$ cat config.mk
export PLATFORM = sky130hd
export DESIGN_NAME = mtx4ta_mac
export DESIGN_NICKNAME = d
export VERILOG_FILES = /design/src/matrix4_transform_accumulator_assert.svh /design/src/mtx4ta_pkg.sv /design/src/mtx4ta_mac.sv
export SDC_FILE = /design/constraint.sdc
export NUM_CORES = 2
export LEC_CHECK = 0
export ABC_AREA = 1
export ABC_CLOCK_PERIOD_IN_PS = 11600
export BUFFER_PORTS_ARGS = -buffer_cell sky130_fd_sc_hd__buf_2
export CAP_MARGIN = 20
export CORE_UTILIZATION = 43
export CTS_CLUSTER_DIAMETER = 30
export DETAILED_ROUTE_END_ITERATION = 10
export GPL_TIMING_DRIVEN = 1
export PLACE_DENSITY_LB_ADDON = 0.15
export SYNTH_ARGS = -nofsm -noshare
export SYNTH_HDL_FRONTEND = slang
export SYNTH_SLANG_ARGS = --single-unit
$ cat constraint.sdc
create_clock -name clk -period 11.6 [get_ports clk]
set_input_delay 1.74 -clock clk [delete_from_list [all_inputs] [get_ports clk]]
set_output_delay 1.74 -clock clk [all_outputs]
set_load 0.01 [all_outputs]
$ cat src/matrix4_transform_accumulator_assert.svh
// Assertion macros for the block's control module.
// Each expects clk and rst_n in scope.
`ifndef MATRIX4_TRANSFORM_ACCUMULATOR_ASSERT_SVH
`define MATRIX4_TRANSFORM_ACCUMULATOR_ASSERT_SVH

// same-cycle implication
`define MTX4TA_ASSERT_NOW(lbl, ante, cons) \
    lbl: assert property (@(posedge clk) disable iff (!rst_n) (ante) |-> (cons)) \
        else $error("mtx4ta: same-cycle check failed");

// next-cycle implication
`define MTX4TA_ASSERT_NEXT(lbl, ante, cons) \
    lbl: assert property (@(posedge clk) disable iff (!rst_n) (ante) |=> (cons)) \
        else $error("mtx4ta: next-cycle check failed");

`endif

$ cat src/mtx4ta_pkg.sv
package mtx4ta_pkg;

    localparam int FRAC_BITS = 16;
    localparam int ACC_W     = 66;  // sum of four 64-bit products, exact

    localparam logic signed [31:0] ONE_Q = 32'sd1 <<< FRAC_BITS;

    typedef enum logic [1:0] {
        CMD_IDENT  = 2'd0,
        CMD_WR_CUR = 2'd1,
        CMD_WR_OP  = 2'd2,
        CMD_MUL    = 2'd3
    } cmd_t;

    typedef enum logic [1:0] {
        ST_IDLE,
        ST_MUL,
        ST_ACC,
        ST_OUT
    } seq_state_t;

    typedef struct packed {
        logic mul_en;   // register a*b
        logic acc_clr;  // start a new sum
        logic acc_en;   // add registered product
    } mac_ctl_t;

    typedef struct packed {
        mac_ctl_t   mac;
        logic       emit;   // result ready, load output
        logic       last;   // sixteenth element
        logic       idle;
        logic [3:0] elem;   // element being formed, col*4+row
        logic [1:0] k;      // term of the dot product
    } seq_ctl_t;

endpackage

$ cat src/mtx4ta_mac.sv
module mtx4ta_mac
    import mtx4ta_pkg::*;
(
    input  logic               clk,
    input  mac_ctl_t           ctl,
    input  logic signed [31:0] a,
    input  logic signed [31:0] b,
    output logic signed [31:0] res
);

    logic signed [63:0]      prod_reg;
    logic signed [ACC_W-1:0] acc_reg;
    logic signed [ACC_W-1:0] acc_next;
    logic signed [ACC_W-1:0] shifted;
    logic                    fits;

    always_comb
    begin
        if (ctl.acc_clr)
        begin
            acc_next = '0;
        end
        else if (ctl.acc_en)
        begin
            acc_next = acc_reg + {{(ACC_W - 64){prod_reg[63]}}, prod_reg};
        end
        else
        begin
            acc_next = acc_reg;
        end
    end

    always_ff @(posedge clk)
    begin
        if (ctl.mul_en)
        begin
            prod_reg <= a * b;
        end
        acc_reg <= acc_next;
    end

    // floor shift, then clamp to 32 bits
    assign shifted = acc_reg >>> FRAC_BITS;
    assign fits    = (&shifted[ACC_W-1:31]) || !(|shifted[ACC_W-1:31]);

    always_comb
    begin
        if (fits)
        begin
            res = shifted[31:0];
        end
        else if (shifted[ACC_W-1])
        begin
            res = 32'sh8000_0000;
        end
        else
        begin
            res = 32'sh7FFF_FFFF;
        end
    end

endmodule

==> flow_summary_export.csv <==
group,metric,value,unit
outcome,status,"finished clean",
cells_and_area,layout_commonest_cell,"inv_1",
place,gp_congestion,0.9955,
floorplan,die-width,335.9,µm
global_routing,grt_pass1_vias,40880,
sta,worstMarginPinSlew,1.012,ns
floorplan,io_pins,100,
sta,finClkSkew,0.02108,ns
global_routing,antenna_found_initial,7,
detailed_routing,routedWlPerCell,18.75,µm
cells_and_area,regArea,0.003243,mm²
cells_and_area,largest_reg_flops,66,
floorplan,dieArea,0.1128,mm²
cells_and_area,n_fill_cell,11440,
cells_and_area,final_cell_mix,"inv_1 (1,876), nand2_1 (1,591), fa_1 (1,083)",
critical_path,critPathMaxFanout,32,
clocking,cts_resized,0,
floorplan,start_util,43.32,%
clocking,postCtsSetupRepairBufs,0,
critical_path,start_kind,"input pin",
detailed_routing,drc,0,
cells_and_area,drive_above_1_share,3.748,%
critical_path,critPathKind,"input pin to flip-flop",
sta,setup_viol,0,
logic_synthesis,ys_warn_count,0,
global_routing,grt_max_degree,67,
global_routing,globalRouteOverflowTotal,0,
detailed_routing,drt-pass1-iter-count,5,
critical_path,end_kind,"flip-flop",
logic_synthesis,syn-mean-instance-area,7.620,µm²
critical_path,max_stage_delay,0.90,ns
sta,max_freq,105.3,MHz
clocking,cts_buffer_depth,2,
logic_synthesis,synth.cell_area,0.04794,mm²
cells_and_area,multi_input_area,0.03677,mm²
clocking,cts.clk_slew.worst_paths,0.06,ns
detailed_routing,drt_iter0_drc,2427,
critical_path,crit_buf_inv,9,
detailed_routing,vias_per_cell,4.923,
clocking,numCtsBuffers,17,
critical_path,worstPathArrival,9.68,ns
clocking,cts_hold_buf,0,
place,portBuffers,99,
global_routing,grt_pass1_wl,234400,µm
floorplan,core,0.1107,mm²
flow_run,maxCapViolations,0,
floorplan,die_y,335.9,µm
logic_synthesis,synthDistinctLibCells,49,
logic_synthesis,synth-main-ff-cell,"dfxtp_1",
critical_path,cpMaxStageDelayCell,"fa_1",
sta,slew_viol_final,0,
clocking,clk_latency,0.45,ns
sta,period_needed,9.500,ns
detailed_routing,finalWirelength,145100,µm
floorplan,fp-row-count,122,
logic_synthesis,synthArstFlopShare,0,%
logic_synthesis,synthCells,6292,
logic_synthesis,synth-seq-cells,130,
sta,fin_crit_sh,81.90,%
cells_and_area,nets,7631,
logic_synthesis,synth_seq_area_share,6.765,%
logic_synthesis,synth_edf_count,64,
critical_path,cpLargestDelayFamily,"adder cells",
place,dp_hpwl,123900,µm
worst_hold_path,hold_class,"flip-flop to flip-flop",
clocking,htreeDepth,4,
logic_synthesis,syn_nets,7692,
detailed_routing,vias,38080,
critical_path,cp_data_required_time,11.78,ns
sta,fin_tns_setup,0,ns
sta,hold_viol,0,
global_routing,grt_usage,26.99,%
clocking,cts_tree,"built",
sta,rsz0062_at_grt,"false",
sta,max_slew_margin,32.56,%
clocking,cts.sinks,130,
detailed_routing,drtAntennaViolNets,0,
cells_and_area,area.growth.synth_to_final,5.086,%
clocking,cts_root_buf,"clkbuf_16",
[per-stage QoR]
stage                     cell area [µm²]  setup slack [ns]  instances  hold WS [ns]  util, %
after global routing                50380             1.447       7734        0.4963    45.52
after global placement              49740             1.659       7700        0.4508    44.94
after detailed placement            49740             1.610       7700        0.4655    44.94
after CTS                           50370             2.076       7732        0.4747    45.52
final                               50380             2.100       7736        0.4711    45.52
after floorplan                     47940             2.833       6292        0.4423        -
[metal layers]
metal	routed length, µm	GRT usage, %
met5	41	0
met4	2617	4.809
met3	7310	2.382
met1	65470	37.68
met2	69630	46.08
[synthesized netlist by cell type, types with 6 or more instances]
cell / count / area share (%)
a21boi_0: 6 / 0.094
a21o_1: 17 / 0.27
a21oi_1: 163 / 1.7
a31oi_1: 14 / 0.18
and3_1: 8 / 0.10
clkbuf_1: 208 / 1.6
dfxtp_1: 66 / 2.8
edfxtp_1: 64 / 4.0
fa_1: 1083 / 45
ha_1: 249 / 6.5
inv_1: 1877 / 15
nand2_1: 1591 / 12
nand2_2: 9 / 0.12
nand3_1: 128 / 1.3
nand3_2: 8 / 0.17
nand3b_1: 8 / 0.13
nand4_1: 26 / 0.34
nor2_1: 410 / 3.2
nor2_2: 8 / 0.10
nor3_1: 23 / 0.24
nor4_1: 12 / 0.16
o21ai_0: 122 / 1.3
o21bai_1: 30 / 0.47
or2_2: 14 / 0.18
xnor2_1: 23 / 0.42
xor2_1: 72 / 1.3
[worst min-delay path: stages (launching register included)]
cell and delay, ns:
dfxtp_1 0.31, nand2_1 0.06, a21oi_1 0.05
[cell families after synthesis]
| kind of cell | synth area share (%) |
|---|---|
| adders and majority gates | 51.72 |
| xor gates and xnor gates | 1.736 |
| AOI/OAI and AO/OA | 4.507 |
| and+or+nand+nor | 18.70 |
| buffers and inverters | 16.57 |
| DFF | 6.765 |
[final timing paths]
kind	startpoint	endpoint	slack, ns	cells past startpoint
setup / recovery	a[31]	prod_reg[61]	2.10	25
hold / removal	acc_reg[0]	acc_reg[0]	0.47	2
hold reg to reg	acc_reg[0]	acc_reg[0]	0.47	2
setup reg to reg	prod_reg[33]	acc_reg[62]	8.63	13
[layout make-up]
type                       count  area share (%)
multi-input combinational   4061           72.98
timing repair buffer         141           1.609
antenna                        4         0.01987
tap                         1488           3.695
sequential                   130           6.437
inverter                    1880           14.01
clock inverter                10          0.2881
clock buffer                  22          0.9661
Power is left out: the tool's default activity adds up to more than one toggle a clock period on the data nets, which glitch-free logic cannot reach.
