File: src/matrix4_transform_accumulator_assert.svh
// Assertion macros for the block's control module.
// Each expects clk and rst_n in scope.
`ifndef MATRIX4_TRANSFORM_ACCUMULATOR_ASSERT_SVH
`define MATRIX4_TRANSFORM_ACCUMULATOR_ASSERT_SVH

// same-cycle implication
`define MTX4TA_ASSERT_NOW(lbl, ante, cons) \
    lbl: assert property (@(posedge clk) disable iff (!rst_n) (ante) |-> (cons)) \
        else $error("mtx4ta: same-cycle check failed");

// next-cycle implication
`define MTX4TA_ASSERT_NEXT(lbl, ante, cons) \
    lbl: assert property (@(posedge clk) disable iff (!rst_n) (ante) |=> (cons)) \
        else $error("mtx4ta: next-cycle check failed");

`endif

File: src/mtx4ta_pkg.sv
package mtx4ta_pkg;

    localparam int FRAC_BITS = 16;
    localparam int ACC_W     = 66;  // sum of four 64-bit products, exact

    localparam logic signed [31:0] ONE_Q = 32'sd1 <<< FRAC_BITS;

    typedef enum logic [1:0] {
        CMD_IDENT  = 2'd0,
        CMD_WR_CUR = 2'd1,
        CMD_WR_OP  = 2'd2,
        CMD_MUL    = 2'd3
    } cmd_t;

    typedef enum logic [1:0] {
        ST_IDLE,
        ST_MUL,
        ST_ACC,
        ST_OUT
    } seq_state_t;

    typedef struct packed {
        logic mul_en;   // register a*b
        logic acc_clr;  // start a new sum
        logic acc_en;   // add registered product
    } mac_ctl_t;

    typedef struct packed {
        mac_ctl_t   mac;
        logic       emit;   // result ready, load output
        logic       last;   // sixteenth element
        logic       idle;
        logic [3:0] elem;   // element being formed, col*4+row
        logic [1:0] k;      // term of the dot product
    } seq_ctl_t;

endpackage

File: src/mtx4ta_ctrl.sv
module mtx4ta_ctrl
    import mtx4ta_pkg::*;
(
    input  logic     clk,
    input  logic     rst_n,
    input  logic     start,     // multiply item accepted
    input  logic     out_free,  // output register can take a result
    output seq_ctl_t ctl
);

`include "matrix4_transform_accumulator_assert.svh"

    seq_state_t state_reg, state_next;
    logic [3:0] elem_reg, elem_next;
    logic [1:0] k_reg, k_next;
    logic       mul_done;
    logic       out_stall;
    logic       first_term;

    always_ff @(posedge clk or negedge rst_n)
    begin
        if (!rst_n)
        begin
            state_reg <= ST_IDLE;
            elem_reg  <= '0;
            k_reg     <= '0;
        end
        else
        begin
            state_reg <= state_next;
            elem_reg  <= elem_next;
            k_reg     <= k_next;
        end
    end

    always_comb
    begin
        state_next = state_reg;
        elem_next  = elem_reg;
        k_next     = k_reg;
        ctl        = '0;
        ctl.elem   = elem_reg;
        ctl.k      = k_reg;
        ctl.idle   = (state_reg == ST_IDLE);

        case (state_reg)
            ST_IDLE:
            begin
                if (start)
                begin
                    state_next = ST_MUL;
                    elem_next  = '0;
                    k_next     = '0;
                end
            end
            ST_MUL:
            begin
                ctl.mac.mul_en = 1'b1;
                // first term clears the sum, later terms add the previous product
                if (k_reg == 2'd0)
                begin
                    ctl.mac.acc_clr = 1'b1;
                end
                else
                begin
                    ctl.mac.acc_en = 1'b1;
                end
                k_next = k_reg + 2'd1;
                if (k_reg == 2'd3)
                begin
                    state_next = ST_ACC;
                end
            end
            ST_ACC:
            begin
                ctl.mac.acc_en = 1'b1;
                state_next     = ST_OUT;
            end
            ST_OUT:
            begin
                if (out_free)
                begin
                    ctl.emit = 1'b1;
                    ctl.last = (elem_reg == 4'd15);
                    if (elem_reg == 4'd15)
                    begin
                        state_next = ST_IDLE;
                    end
                    else
                    begin
                        elem_next  = elem_reg + 4'd1;
                        state_next = ST_MUL;
                    end
                end
            end
            default:
            begin
                state_next = ST_IDLE;
            end
        endcase
    end

    assign mul_done   = (state_reg == ST_MUL) && (k_reg == 2'd3);
    assign out_stall  = (state_reg == ST_OUT) && !out_free;
    assign first_term = (state_reg == ST_MUL) && (k_reg == 2'd0) && (elem_reg == 4'd0);

    `MTX4TA_ASSERT_NEXT(a_mul_to_acc, mul_done, (state_reg == ST_ACC))
    `MTX4TA_ASSERT_NEXT(a_last_to_idle, (ctl.emit && ctl.last), (state_reg == ST_IDLE))
    `MTX4TA_ASSERT_NEXT(a_start, (start && state_reg == ST_IDLE), first_term)
    `MTX4TA_ASSERT_NEXT(a_stall_hold, out_stall, (state_reg == ST_OUT && $stable(elem_reg)))

endmodule

File: config.mk
export PLATFORM = sky130hd
export DESIGN_NAME = mtx4ta_ctrl
export DESIGN_NICKNAME = d
export VERILOG_FILES = /design/src/mtx4ta_pkg.sv /design/src/mtx4ta_ctrl.sv
export VERILOG_INCLUDE_DIRS = /design/src /design/src/src
export SDC_FILE = /design/constraint.sdc
export NUM_CORES = 1
export LEC_CHECK = 0
export BUFFER_PORTS_ARGS = -buffer_cell sky130_fd_sc_hd__clkbuf_2
export CAP_MARGIN = 30
export CORE_AREA = 2 2 39 41
export DETAILED_ROUTE_END_ITERATION = 16
export DIE_AREA = 0 0 41 43
export GPL_TIMING_DRIVEN = 0
export HOLD_SLACK_MARGIN = 0.05
export PLACE_DENSITY = 0.7
export SYNTH_ARGS = -nofsm -noshare
export SYNTH_HDL_FRONTEND = slang
export SYNTH_SLANG_ARGS = --single-unit
File: constraint.sdc
create_clock -name clk -period 1.6 [get_ports clk]
set_input_delay 0 -clock clk [delete_from_list [all_inputs] [get_ports clk]]
set_output_delay 0 -clock clk [all_outputs]
set_load 0.005 [all_outputs]
==> results.cfg <==
[synthesis]
syn_inst = 59
avgSynthCellArea_um2 = 9.61
synth.distinct_cells = 29
syn_area_um2 = 567
ys_seq_area_share_pct = 35.3
synth_edf_count = 0
ys.warnings.count = 0
synthArstFlopShare_pct = 100
syn-num-nets = 70
ys_seq_elements = 8
ys.flop_type = dfrtp_1

[place]
gp_congestion = 0.724
placed_area_um2 = 662
port-buffer-count = 15
hpwl_um = 866
pre_cts_slack_ns = -0.0732

[cts]
clock-root-buffer = clkbuf_4
cts_buffer_depth = 2
clk_latency_ns = 0.25
htreeDepth = 1
clk_pin_slew_ns = 0.06
cts_tree = done
cts_buffers = 3
clock-sinks = 8

[floorplan]
io_pins = 16
core_area_um2 = 1380
die_h_um = 43
dieWidth_um = 41
num_rows = 14
initial_utilization_pct = 41.0
dieArea_um2 = 1760

[critical_path]
critPathKind = reg -> reg
arrival_ns = 1.68
critPathMaxFanout = 7
required_ns = 1.74
end_kind = flip-flop
cp-start-kind = flip-flop

[global_routing]
grt_pass1_wl_mm = 1.81
use_met3_pct = 4.71
use_met2_pct = 21.3
grt_max_degree = 9
track_usage_pct = 15.3
overflow = 0
grt_use_met1_pct = 21.5
grt-busiest-layer = met1
antenna_found_initial = 0
grt_pass1_vias = 426

[power]
swShare_pct = 41.4
p_int_mw = 0.845
combPwrFrac_pct = 60.4
switchingPower_mw = 0.597
p_per_area_nw_per_um2 = 1940
total_power_mw = 1.44
leakagePower_nw = 0.367
peakVddDrop_mv = 0.961
pwr-share-seq_pct = 28.8
clkPwrFrac_pct = 10.9

[timing]
finalSetupTns_ns = 0
clock.fmax_mhz = 646
timing.final.ws_setup_ns = 0.0523
hold_viol = 0
slew_violations = 0
timing.final.crit_period_ns = 1.55
worst_pin_slew_ns = 0.357
skew_ns = 0.00204
min_period_over_period_pct = 96.7
setup_viol = 0
maxSlewHeadroom_pct = 75.6
hold_slack_ns = 0.132

[finish]
area_growth_pct = 31.1
n_antenna_cell = 0
drive_above_1_share_pct = 35.0
largest_reg_flops = 4
nets = 93
final_cell_area_um2 = 743

[outcome]
status = completed

[routing]
dr_total_vias = 497
wirelength_mm = 1.16
ant_nets = 0
wl_per_cell_um = 12.0
drc = 0
drt_iter0_drc = 1
vias_per_cell = 5.18
dr.pass1.iters = 2

[min_path]
hold_path.class = in -> async

[job]
cap_violations = 0
## cell usage in the layout, fill, tap and decap left out, types with 3 or more instances in the layout
cell      netlist  routed
clkbuf_2        0      15
clkbuf_4        0       3
dfrtp_1         8       8
ha_1            7       4
inv_1           8       8
nand2_1         4       4
nand3_1         5       5
## through the flow
| step | util [%] | instances |
|---|---|---|
| global placement | 47.8 | 90 |
| detailed placement | 47.8 | 90 |
| floorplan | - | 59 |
| finish | 53.7 | 96 |
| CTS | 50.9 | 95 |
| global route | 53.7 | 96 |
## power groups by stage
stage / clock, mW / sequential, mW / combinational, mW
5_1_grt: 0.171 / 0.432 / 0.981
4_1_cts: 0.162 / 0.415 / 0.781
3_3_place_gp: 0 / 0.417 / 0.729
6_report: 0.157 / 0.415 / 0.871
3_5_place_dp: 0 / 0.424 / 0.746
2_1_floorplan: 0 / 0.408 / 0.517
## metal layers
metal	routed length, um	vias to the layer above	share of wire (%)
met2	551	6	48
li1	-	257	-
met3	37	2	3.2
met1	553	232	48
met5	0	-	0
met4	12	0	1.0
## synth_stat cells, types with 2 or more instances
cell type  instances  area (um^2)
dfrtp_1            8          200
ha_1               7         87.6
inv_1              8         30.0
mux2i_1            2         20.0
nand2_1            4         15.0
nand3_1            5         25.0
nor2_1             2         7.51
nor2b_1            2         12.5
## path summary, 6_finish.rpt
kind                         startpoint            to  slack [ns]  cells past startpoint
setup / recovery           state_reg[0]  state_reg[1]        0.05                      5
hold / removal                    rst_n      k_reg[1]        0.13                      2
setup reg to reg           state_reg[0]  state_reg[1]        0.05                      5
hold reg to reg                k_reg[0]      k_reg[0]        0.55                      2
max in group asynchronous         rst_n   elem_reg[3]        1.28                      2
min in group clk                  start      k_reg[0]        0.15                      4
## final cells by class
| type | count | area (um^2) |
|---|---|---|
| fill | 128 | 641 |
| multi-input combinational | 43 | 370 |
| sequential | 8 | 200 |
| timing repair buffer | 18 | 100 |
| inverter | 8 | 30.0 |
| clock buffer | 3 | 22.5 |
| tap | 16 | 20.0 |
## worst max-delay path, cell delays in order (launching register included)
cell and delay (ns):
dfrtp_1 0.41, inv_1 0.12, ha_4 0.20, nor2b_4 0.14
a211oi_2 0.20, mux2_2 0.36
## repair_timing
action                     in CTS  in global routing
buffers inserted                1                  1
hold endpoints to repair        8                  0
setup endpoints to repair       2                  4
hold buffers                    1                  0
pin swaps                       0                  1
gates cloned                    0                  0
gates resized for setup         1                  5
## kinds of logic (layout without fill, tap and decap cells)
family,after synthesis,in the layout,synth area share (%)
simple gates,22,22,22.3
compound gates,11,11,16.1
mux,3,3,5.52
fa+ha+maj,7,7,15.5
flops,8,8,35.3
buf+inv,8,29,5.30
(Power assumes the default switching activity.)
